**src/rtl/core/ipv6x_pkg.sv**
```systemverilog
package ipv6x_pkg;

  // Fixed address geometry.
  localparam int unsigned GROUP_COUNT = 8;
  localparam int unsigned GROUP_CHARS = 4;

  // Character codes.
  localparam logic [7:0]  COLON_CODE = 8'h3A;
  localparam logic [31:0] ZERO_GROUP = 32'h3030_3030;

  // One input transaction: a single address character.
  typedef struct packed {
    logic [7:0] char_code;
    logic       last_char;
  } ipv6x_in_t;

  // One output transaction: a single expanded group.
  typedef struct packed {
    logic [31:0] group_text;
    logic [2:0]  group_index;
    logic        format_error;
    logic        last_group;
  } ipv6x_out_t;

  // Commands from the controller to the datapath.
  typedef struct packed {
    logic       char_en;
    logic       emit_load;
    logic       clear;
    logic [2:0] emit_idx;
  } ipv6x_cmd_t;

  // Status from the datapath to the controller.
  typedef struct packed {
    logic slot_free;
  } ipv6x_status_t;

endpackage

```
**src/rtl/core/ipv6x_ctrl.sv**
```systemverilog
module ipv6x_ctrl
  import ipv6x_pkg::*;
(
  input  logic          clk_i,
  input  logic          rst_ni,
  input  logic          in_valid_i,
  input  logic          in_last_i,
  output logic          in_stall_o,
  input  ipv6x_status_t status_i,
  output ipv6x_cmd_t    cmd_o
);

  typedef enum logic {
    S_COLLECT,
    S_EMIT
  } state_e;

  localparam logic [2:0] LAST_IDX = 3'(GROUP_COUNT - 1);

  state_e     state_q, state_d;
  logic [2:0] idx_q, idx_d;
  logic       char_en;
  logic       emit_load;

  // Characters are taken only while collecting; emission blocks the input.
  assign in_stall_o = (state_q == S_EMIT);
  assign char_en    = in_valid_i && (state_q == S_COLLECT);
  assign emit_load  = (state_q == S_EMIT) && status_i.slot_free;

  // Next state and group counter.
  always_comb begin
    state_d = state_q;
    idx_d   = idx_q;
    case (state_q)
      S_COLLECT: begin
        if (char_en && in_last_i) begin
          state_d = S_EMIT;
          idx_d   = '0;
        end
      end
      S_EMIT: begin
        if (emit_load) begin
          idx_d = idx_q + 3'd1;
          if (idx_q == LAST_IDX) begin
            state_d = S_COLLECT;
          end
        end
      end
      default: begin
        state_d = S_COLLECT;
      end
    endcase
  end

  always_ff @(posedge clk_i or negedge rst_ni) begin
    if (!rst_ni) begin
      state_q <= S_COLLECT;
      idx_q   <= '0;
    end else begin
      state_q <= state_d;
      idx_q   <= idx_d;
    end
  end

  // The state is cleared together with loading the final group.
  always_comb begin
    cmd_o.char_en   = char_en;
    cmd_o.emit_load = emit_load;
    cmd_o.clear     = emit_load && (idx_q == LAST_IDX);
    cmd_o.emit_idx  = idx_q;
  end

  a_last_returns: assert property (@(posedge clk_i) disable iff (!rst_ni)
    (emit_load && idx_q == LAST_IDX) |=> (state_q == S_COLLECT))
    else $error("controller did not return to collecting after the last group");

  a_idx_holds: assert property (@(posedge clk_i) disable iff (!rst_ni)
    (state_q == S_EMIT && !emit_load) |=> $stable(idx_q))
    else $error("group counter moved without a load");

  a_emit_starts_zero: assert property (@(posedge clk_i) disable iff (!rst_ni)
    (char_en && in_last_i) |=> (state_q == S_EMIT && idx_q == 3'd0))
    else $error("emission did not start at group zero");

endmodule

```
**src/rtl/core/ipv6x_datapath.sv**
```systemverilog
module ipv6x_datapath
  import ipv6x_pkg::*;
(
  input  logic          clk_i,
  input  logic          rst_ni,
  input  ipv6x_in_t     in_data_i,
  input  ipv6x_cmd_t    cmd_i,
  output ipv6x_status_t status_o,
  output logic          out_valid_o,
  input  logic          out_stall_i,
  output ipv6x_out_t    out_data_o
);

  localparam logic [3:0] COUNT4 = 4'(GROUP_COUNT);
  localparam logic [2:0] CHARS3 = 3'(GROUP_CHARS);
  localparam logic [2:0] LAST_IDX = 3'(GROUP_COUNT - 1);

  logic [31:0] grp_q, grp_d;
  logic [2:0]  len_q, len_d;
  logic [3:0]  head_q, head_d;
  logic [3:0]  tail_q, tail_d;
  logic        gap_q, gap_d;
  logic        prev_q, prev_d;
  logic        err_q, err_d;
  logic [31:0] store_q [GROUP_COUNT];

  logic        wr_en;
  logic [2:0]  wr_idx;
  logic [31:0] wr_data;
  logic        is_colon;
  logic        finish;
  logic [3:0]  total_q;
  logic [3:0]  total_f;

  ipv6x_out_t  out_q, out_d;
  logic        out_valid_q;
  logic [3:0]  tail_pos;
  logic [3:0]  tail_src;
  logic [31:0] sel_text;

  assign is_colon = (in_data_i.char_code == COLON_CODE);
  assign total_q  = head_q + tail_q;
  assign wr_idx   = total_q[2:0];

  // Character parsing, group finishing and end-of-address checks.
  always_comb begin
    grp_d   = grp_q;
    len_d   = len_q;
    head_d  = head_q;
    tail_d  = tail_q;
    gap_d   = gap_q;
    prev_d  = prev_q;
    err_d   = err_q;
    wr_en   = 1'b0;
    wr_data = grp_q;
    finish  = 1'b0;
    total_f = '0;
    if (cmd_i.clear) begin
      grp_d  = ZERO_GROUP;
      len_d  = '0;
      head_d = '0;
      tail_d = '0;
      gap_d  = 1'b0;
      prev_d = 1'b0;
      err_d  = 1'b0;
    end else if (cmd_i.char_en) begin
      if (is_colon) begin
        if (len_q != 3'd0) begin
          finish = 1'b1;
        end else if (prev_q) begin
          if (gap_q) begin
            err_d = 1'b1;
          end else begin
            gap_d = 1'b1;
          end
        end
        prev_d = 1'b1;
      end else begin
        if (len_q >= CHARS3) begin
          err_d = 1'b1;
        end else begin
          len_d = len_q + 3'd1;
        end
        grp_d  = {grp_q[23:0], in_data_i.char_code};
        prev_d = 1'b0;
        finish = in_data_i.last_char;
      end

      // A finished group goes to the next free store slot.
      if (finish) begin
        if (total_q >= COUNT4) begin
          err_d = 1'b1;
        end else begin
          wr_en   = 1'b1;
          wr_data = grp_d;
          if (gap_d) begin
            tail_d = tail_q + 4'd1;
          end else begin
            head_d = head_q + 4'd1;
          end
        end
        grp_d = ZERO_GROUP;
        len_d = '0;
      end

      // Group count checks at the end of the address.
      if (in_data_i.last_char) begin
        total_f = head_d + tail_d;
        if (gap_d && total_f >= COUNT4) begin
          err_d = 1'b1;
        end
        if (!gap_d && total_f < COUNT4) begin
          err_d = 1'b1;
        end
      end
    end
  end

  always_ff @(posedge clk_i or negedge rst_ni) begin
    if (!rst_ni) begin
      grp_q  <= ZERO_GROUP;
      len_q  <= '0;
      head_q <= '0;
      tail_q <= '0;
      gap_q  <= 1'b0;
      prev_q <= 1'b0;
      err_q  <= 1'b0;
    end else begin
      grp_q  <= grp_d;
      len_q  <= len_d;
      head_q <= head_d;
      tail_q <= tail_d;
      gap_q  <= gap_d;
      prev_q <= prev_d;
      err_q  <= err_d;
    end
  end

  // Group store, written only by finished groups.
  always_ff @(posedge clk_i) begin
    if (wr_en) begin
      store_q[wr_idx] <= wr_data;
    end
  end

  // Select the text of the group being emitted; the gap reads as zeros.
  assign tail_pos = {1'b0, cmd_i.emit_idx} + tail_q;
  assign tail_src = {1'b0, cmd_i.emit_idx} + total_q - COUNT4;

  always_comb begin
    sel_text = ZERO_GROUP;
    if (gap_q) begin
      if ({1'b0, cmd_i.emit_idx} < head_q) begin
        sel_text = store_q[cmd_i.emit_idx];
      end else if (tail_pos >= COUNT4) begin
        sel_text = store_q[tail_src[2:0]];
      end
    end else if ({1'b0, cmd_i.emit_idx} < total_q) begin
      sel_text = store_q[cmd_i.emit_idx];
    end
  end

  // Output register decouples emission from the downstream stall.
  assign status_o.slot_free = !out_valid_q || !out_stall_i;

  always_comb begin
    out_d              = out_q;
    out_d.group_text   = sel_text;
    out_d.group_index  = cmd_i.emit_idx;
    out_d.format_error = err_q;
    out_d.last_group   = (cmd_i.emit_idx == LAST_IDX);
  end

  always_ff @(posedge clk_i or negedge rst_ni) begin
    if (!rst_ni) begin
      out_valid_q <= 1'b0;
    end else if (cmd_i.emit_load) begin
      out_valid_q <= 1'b1;
    end else if (!out_stall_i) begin
      out_valid_q <= 1'b0;
    end
  end

  always_ff @(posedge clk_i) begin
    if (cmd_i.emit_load) begin
      out_q <= out_d;
    end
  end

  assign out_valid_o = out_valid_q;
  assign out_data_o  = out_q;

  a_total_bound: assert property (@(posedge clk_i) disable iff (!rst_ni)
    (head_q + tail_q) <= COUNT4)
    else $error("more than eight groups stored");

  a_len_bound: assert property (@(posedge clk_i) disable iff (!rst_ni)
    len_q <= CHARS3)
    else $error("group length exceeds four characters");

  a_tail_needs_gap: assert property (@(posedge clk_i) disable iff (!rst_ni)
    !gap_q |-> (tail_q == 4'd0))
    else $error("tail groups recorded without a double colon");

endmodule

```
**src/rtl/core/ipv6_text_expander_core.sv**
```systemverilog
// Sequence: a character transaction is absorbed into the parser state when accepted; eight group
// transactions follow the last character, once the controller has entered its emit state.
// Throughput: one character per cycle while collecting, then the groups are emitted one by
// one through the output register, which holds while out_stall_i is asserted.
// Reset: rst_ni is asynchronous and active low; it clears all parser state and the output
// valid. The group store is not reset and only written entries are ever read.
module ipv6_text_expander_core
  import ipv6x_pkg::*;
(
  input  logic       clk_i,
  input  logic       rst_ni,
  input  logic       in_valid_i,
  output logic       in_stall_o,
  input  ipv6x_in_t  in_data_i,
  output logic       out_valid_o,
  input  logic       out_stall_i,
  output ipv6x_out_t out_data_o
);

  ipv6x_cmd_t    cmd;
  ipv6x_status_t status;

  // Sequencer for collection and emission.
  ipv6x_ctrl u_ctrl (
    .clk_i      (clk_i),
    .rst_ni     (rst_ni),
    .in_valid_i (in_valid_i),
    .in_last_i  (in_data_i.last_char),
    .in_stall_o (in_stall_o),
    .status_i   (status),
    .cmd_o      (cmd)
  );

  // Parser state, group store and output register.
  ipv6x_datapath u_datapath (
    .clk_i       (clk_i),
    .rst_ni      (rst_ni),
    .in_data_i   (in_data_i),
    .cmd_i       (cmd),
    .status_o    (status),
    .out_valid_o (out_valid_o),
    .out_stall_i (out_stall_i),
    .out_data_o  (out_data_o)
  );

endmodule
```
**config.mk**
```make
export PLATFORM = sky130hd
export DESIGN_NAME = ipv6_text_expander_core
export DESIGN_NICKNAME = d
export VERILOG_FILES = /design/src/rtl/core/ipv6x_pkg.sv /design/src/rtl/core/ipv6x_ctrl.sv /design/src/rtl/core/ipv6x_datapath.sv /design/src/rtl/core/ipv6_text_expander_core.sv
export SDC_FILE = /design/constraint.sdc
export NUM_CORES = 1
export LEC_CHECK = 0
export BUFFER_PORTS_ARGS = -buffer_cell sky130_fd_sc_hd__buf_4
export CAP_MARGIN = 20
export CORE_ASPECT_RATIO = 0.8
export CORE_MARGIN = 2
export CORE_UTILIZATION = 55
export DETAILED_ROUTE_END_ITERATION = 16
export GPL_TIMING_DRIVEN = 0
export PLACE_DENSITY = 0.72
export SLEW_MARGIN = 0
export SYNTH_ARGS = -nofsm -noshare
export SYNTH_HDL_FRONTEND = slang
export SYNTH_SLANG_ARGS = --single-unit
```
**constraint.sdc**
```tcl
create_clock -name clk_i -period 7.6 [get_ports clk_i]
set_clock_uncertainty 0.15 [all_clocks]
set_input_delay 0.38 -clock clk_i [delete_from_list [all_inputs] [get_ports clk_i]]
set_output_delay 0.38 -clock clk_i [all_outputs]
set_load 0.005 [all_outputs]
```
Yosys cells after proc, flatten, opt, wreduce, memory -nomap -nowiden:

Memory sizes are Yosys's and may differ from the RTL's.
Cells that the tools add are included.

* register bits after elaboration: 88
* bits in writable memories: 256
* output and inout bits: 39
* logic and storage cells: 125
* memories: 1

Memory list
* u_datapath.store_q: depth 8, width 32, read ports 2, clocked after Yosys merged registers in 0, wr ports 1, line ipv6x_datapath.sv:25 `logic [31:0] store_q [GROUP_COUNT];`

* add/subtract/negate cells: 9
* order comparisons: 7
* eq/ne operators: 7
* multiplexer cells: 72
* bitwise operators: 1
* reductions and logical operators: 14

Operators by type and width (number)
* two-way mux 32 bit: 12
* two-way mux 4 bit: 14
* two-way mux 1 bit: 37
* two-way mux 3 bit: 7
* >= comparator 4 bit, second input constant: 3
* adder 4 x 1 -> 4 bit, second input constant: 2
* adder 4 bit: 2
* == test 8 x 6 -> 1 bit, second input constant: 1
* less-than comparator 3 x 4 -> 1 bit: 2
* adder 3 x 1 -> 3 bit, second input constant: 2
* logical AND 1 bit: 6
* inequality test 3 bit, second input constant: 2
* one-hot mux 3 bit (2 select lines): 1
* adder 3 x 4 -> 4 bit: 1
* less-than comparator 4 bit, second input constant: 1
* inequality test 2 bit, second input constant: 2
* adder 3 bit: 1
* == test 3 bit, second input constant: 1
* >= comparator 3 bit, second input constant: 1
* zero test 1 bit: 3
* AND reduction 3 bit: 1
* nonzero test 3 bit: 1
* subtractor 3 x 1 -> 3 bit, second input constant: 1
* inequality test 2 x 1 -> 1 bit, second input constant: 1
* 5 further kinds: 5

Depth between registers and ports, before layout:

* word-level depth: 18
* gate-level depth with buffers: 15

Hierarchy:

A second synthesis with hierarchy kept.

* cells, all modules: 875
* area total of the unflattened synthesis: 16024.1 um^2

Modules (own cells, without submodules)
* ipv6x_datapath: times used 1, cells an instance 851, area an instance 15761.4 um^2, seq. area each 9984.6 um^2
* ipv6x_ctrl: times used 1, cells an instance 24, area an instance 262.8 um^2, seq. area each 100.1 um^2

Worst setup path before layout:

OpenSTA, ideal clock, no wires.

* path kind: flip-flop to flip-flop
* start: register u_datapath.tail_q[1]
* end: memory u_datapath.store_q[2][0], enable pin
* library setup time: 502 ps
* data arrival time: 4731 ps
* required time: 6948 ps
* setup slack: 2218 ps
* stages on the path, launching flop included: 7
* path buffers: 0
* period minus slack after synthesis: 5382 ps
* path through: dfrtp_1 -> ha_1 -> a21o_1 -> a21oi_2 -> xnor2_1 -> nand3_2 -> nor4_1

* cells in the longest elaborated chain, start to end: 8

RTL lines
* start, declared: line ipv6x_datapath.sv:21 `logic [3:0] tail_q, tail_d;`
* start signal, assigned: line ipv6x_datapath.sv:132 `tail_q <= tail_d;`
* adder 4 bit (*): line ipv6x_datapath.sv:42 `assign total_q = head_q + tail_q;`
* >= comparator 4 bit: line ipv6x_datapath.sv:91 `if (total_q >= COUNT4) begin`
* two-way mux 1 bit: line ipv6x_datapath.sv:91
* two-way mux 1 bit: line ipv6x_datapath.sv:90 `if (finish) begin`
* two-way mux 1 bit: line ipv6x_datapath.sv:66 `end else if (cmd_i.char_en) begin`
* two-way mux 1 bit: line ipv6x_datapath.sv:58 `if (cmd_i.clear) begin`
* two-way mux 1 bit: line ipv6x_datapath.sv:141 `if (wr_en) begin`
* two-way mux 1 bit (not written as such): line ipv6x_datapath.sv:142 `store_q[wr_idx] <= wr_data;`
* end, declared: line ipv6x_datapath.sv:25

Mark *: on every way between the ends. The rest lies on a longest branch, timed or not.

==> results.cfg <==
[yosys]
synth_top_cell_by_area = edfxtp_1
synth_enable_flop_cells = 293
netlist_top_cells_count = edfxtp_1, mux4_2, nand2_1, mux2i_1, dfrtp_1
synth-seq-cells = 344
yosysSeqAreaShare = 0.631
avgSynthCellArea_sq_um = 17.5
synthTopCellsByArea = edfxtp_1, mux4_2, dfrtp_1
synth.top_cell.area_share = 0.551
async_flop_share = 0.148
synthCells = 912
synth.cell_area_sq_um = 16000
syn-num-nets = 948
ys_dominant_reg_cell = edfxtp_1
synth.most_common_cell = edfxtp_1
synth.distinct_cells = 58
yosysWarningCount = 0

[cts]
cts_sinks = 344
cts_hold_buf = 9
post_cts_buffers = 0
numCtsBuffers = 35
cts.clk_slew.worst_paths_ns = 0.06
clock_latency_ns = 0.53
cts_resized = 0
cts-root-buf = clkbuf_16
cts-htree-levels = 2
cts_tree = yes
cts_buffer_depth = 3

[power]
p_leak_nw = 6.85
pwr_density_cell_nw_per_um2 = 431
vdd_drop_max_v = 0.000226

[layout]
area_growth_pct = 16.0
fillers = 1937
layout.nets = 1075
layout-drive-gt1-share = 0.309
finish.utilization = 0.652

[global_routing]
grt_pass1_vias = 9575
grt_antenna_before_repair = 0
grt.total_usage = 0.263
grt_overflow = 0
grt_first_pass_wirelength_mm = 58.6
grt_max_degree = 52

[routing]
vias = 9446
firstDrtPassIters = 5
ant_nets = 0
avgViaCountPerCell = 6.57
wl_per_cell_um = 26.8
drt-total-wl_mm = 38.6
drc = 0
drtIter0Drc = 1072

[timing]
hold_violations = 0
finalSetupTns_ns = 0
max_slew_margin = 0.224
setup_violations = 0
min_period_ns = 4.52
tightestPinTransition_ns = 1.16
rsz0062_at_grt = false
post-route-period-util = 0.594
slew_viol_final = 0
fmax_mhz = 221

[die]
start_util = 0.562
ios = 52
dieArea_sq_um = 30400
die_y_um = 156
core-area_sq_um = 28400
rows = 55
die_w_um = 195

[critical_path]
cp_slowest_cell = clkbuf_1
crit_required_ns = 7.72
arrival_ns = 4.63
reg2reg_to = u_datapath.out_data_o[35]
r2r_slack_ns = 3.08
path_buf_inv = 3
critPathTopFamily = buffers and inverters
crit_chain = ha_1, inv_1, fa_1, xnor2_1, inv_1, ha_1, xor2_1, clkbuf_1, mux2i_1, o22ai_1
path_max_fanout = 10
slowest_delay_ns = 0.85
worstReg2RegStart = u_datapath.tail_q[0]
rr_worst_depth = 10
crit_path_start_kind = flop
crit_type = reg -> reg
cp-end-kind = flop

[placed_design]
dp_hpwl_mm = 25.7
gp_congestion = 0.824
io_buffer_count = 51

[hold_path]
hold_end = u_datapath.out_valid_o
worstHoldPathType = in -> reg
hold_start = out_stall_i
hold_depth = 3

[outcome]
status = complete, no violations

[run]
drv_cap = 0
[kinds of logic after synthesis]
logic type | Yosys count | share of synthesized area
flops | 344 | 0.631
mux | 189 | 0.219
simple gates | 148 | 0.0438
compound gates | 120 | 0.0570
buf+inv | 75 | 0.0224
fa+ha+maj | 23 | 0.0189
xor+xnor | 13 | 0.00807
[state kept, by name, summed over array words and instances (netlist names), 3 cells and up]
name,cells
u_datapath.store_q,256
u_datapath.out_data_o,37
u_datapath.grp_q,32
u_datapath.head_q,4
u_datapath.tail_q,4
u_ctrl.idx_q,3
u_datapath.len_q,3
[how the worst max path moves through the flow]
stage | from | to | slack (ns) | cells past startpoint
finish | u_datapath.tail_q[0] | u_datapath.out_data_o[35] | 3.08 | 10
global route | u_datapath.head_q[0] | u_datapath.out_data_o[35] | 2.85 | 10
CTS | u_datapath.tail_q[0] | u_datapath.out_data_o[26] | 3.19 | 10
detailed placement | u_datapath.head_q[0] | u_datapath.out_data_o[35] | 3.21 | 10
global placement | u_datapath.tail_q[1] | u_datapath.store_q[2][26] | -1.77 | 6
floorplan | u_datapath.tail_q[1] | u_datapath.store_q[2][0] | 2.22 | 6
[per-layer routing]
layer | track usage | vias to the layer above | share of wire
met1 | 0.373 | 4898 | 0.41
met3 | 0.0532 | 64 | 0.095
met2 | 0.422 | 499 | 0.47
met4 | 0.0747 | 0 | 0.021
met5 | 0 | - | 0
li1 | - | 3985 | -
[cells in the final DEF, fill, tap and decap left out, drive strengths merged, types with 10 or more instances in the layout]
cell,n
dfrtp,43
inv,20
ha,21
a22o,30
buf,112
a31oi,11
mux2i,59
xnor2,10
nand2,105
o22ai,26
o21ai,10
mux4,128
edfxtp,293
a21o,10
clkbuf,71
o22a,12
[power breakdown]
| group | switching, mW | total (mW) | internal, mW |
|---|---|---|---|
| clock | 0.713 | 1.84 | 1.12 |
| combinational | 1.86 | 3.47 | 1.61 |
| sequential | 0.158 | 2.67 | 2.52 |
[worst register-to-register path, stage by stage (launching register included)]
cell and delay (ns):
dfrtp_1 0.48, ha_1 0.22, inv_1 0.06, fa_1 0.37
xnor2_1 0.37, inv_1 0.18, ha_1 0.35, xor2_1 0.66
clkbuf_1 0.86, mux2i_1 0.18, o22ai_1 0.40
[final cells by class]
type	count	area [sq um]	share of cell area
antenna	1	2.50	0.000135
buffer	56	287	0.0155
clock buffer	46	948	0.0512
clock inverter	18	279	0.0151
inverter	19	71.3	0.00385
multi-input combinational	493	5590	0.301
sequential	344	10100	0.544
tap	370	463	0.0250
timing repair buffer	90	811	0.0438
[metrics by stage]
| stage | std cells | area (sq um) | hold slack, ns | power, mW | worst slack (ns) |
|---|---|---|---|---|---|
| after floorplan | 912 | 16000 | -0.0656 | 5.08 | 2.22 |
| after global placement | 1333 | 16800 | 0.315 | 6.08 | -1.77 |
| after detailed placement | 1363 | 17200 | 0.312 | 6.15 | 3.21 |
| after CTS | 1436 | 18500 | 0.0545 | 8.00 | 3.19 |
| after global routing | 1436 | 18500 | 0.0834 | 8.33 | 2.85 |
| final | 1437 | 18500 | 0.0709 | 7.98 | 3.08 |
Power figures use the tool's default switching activity.
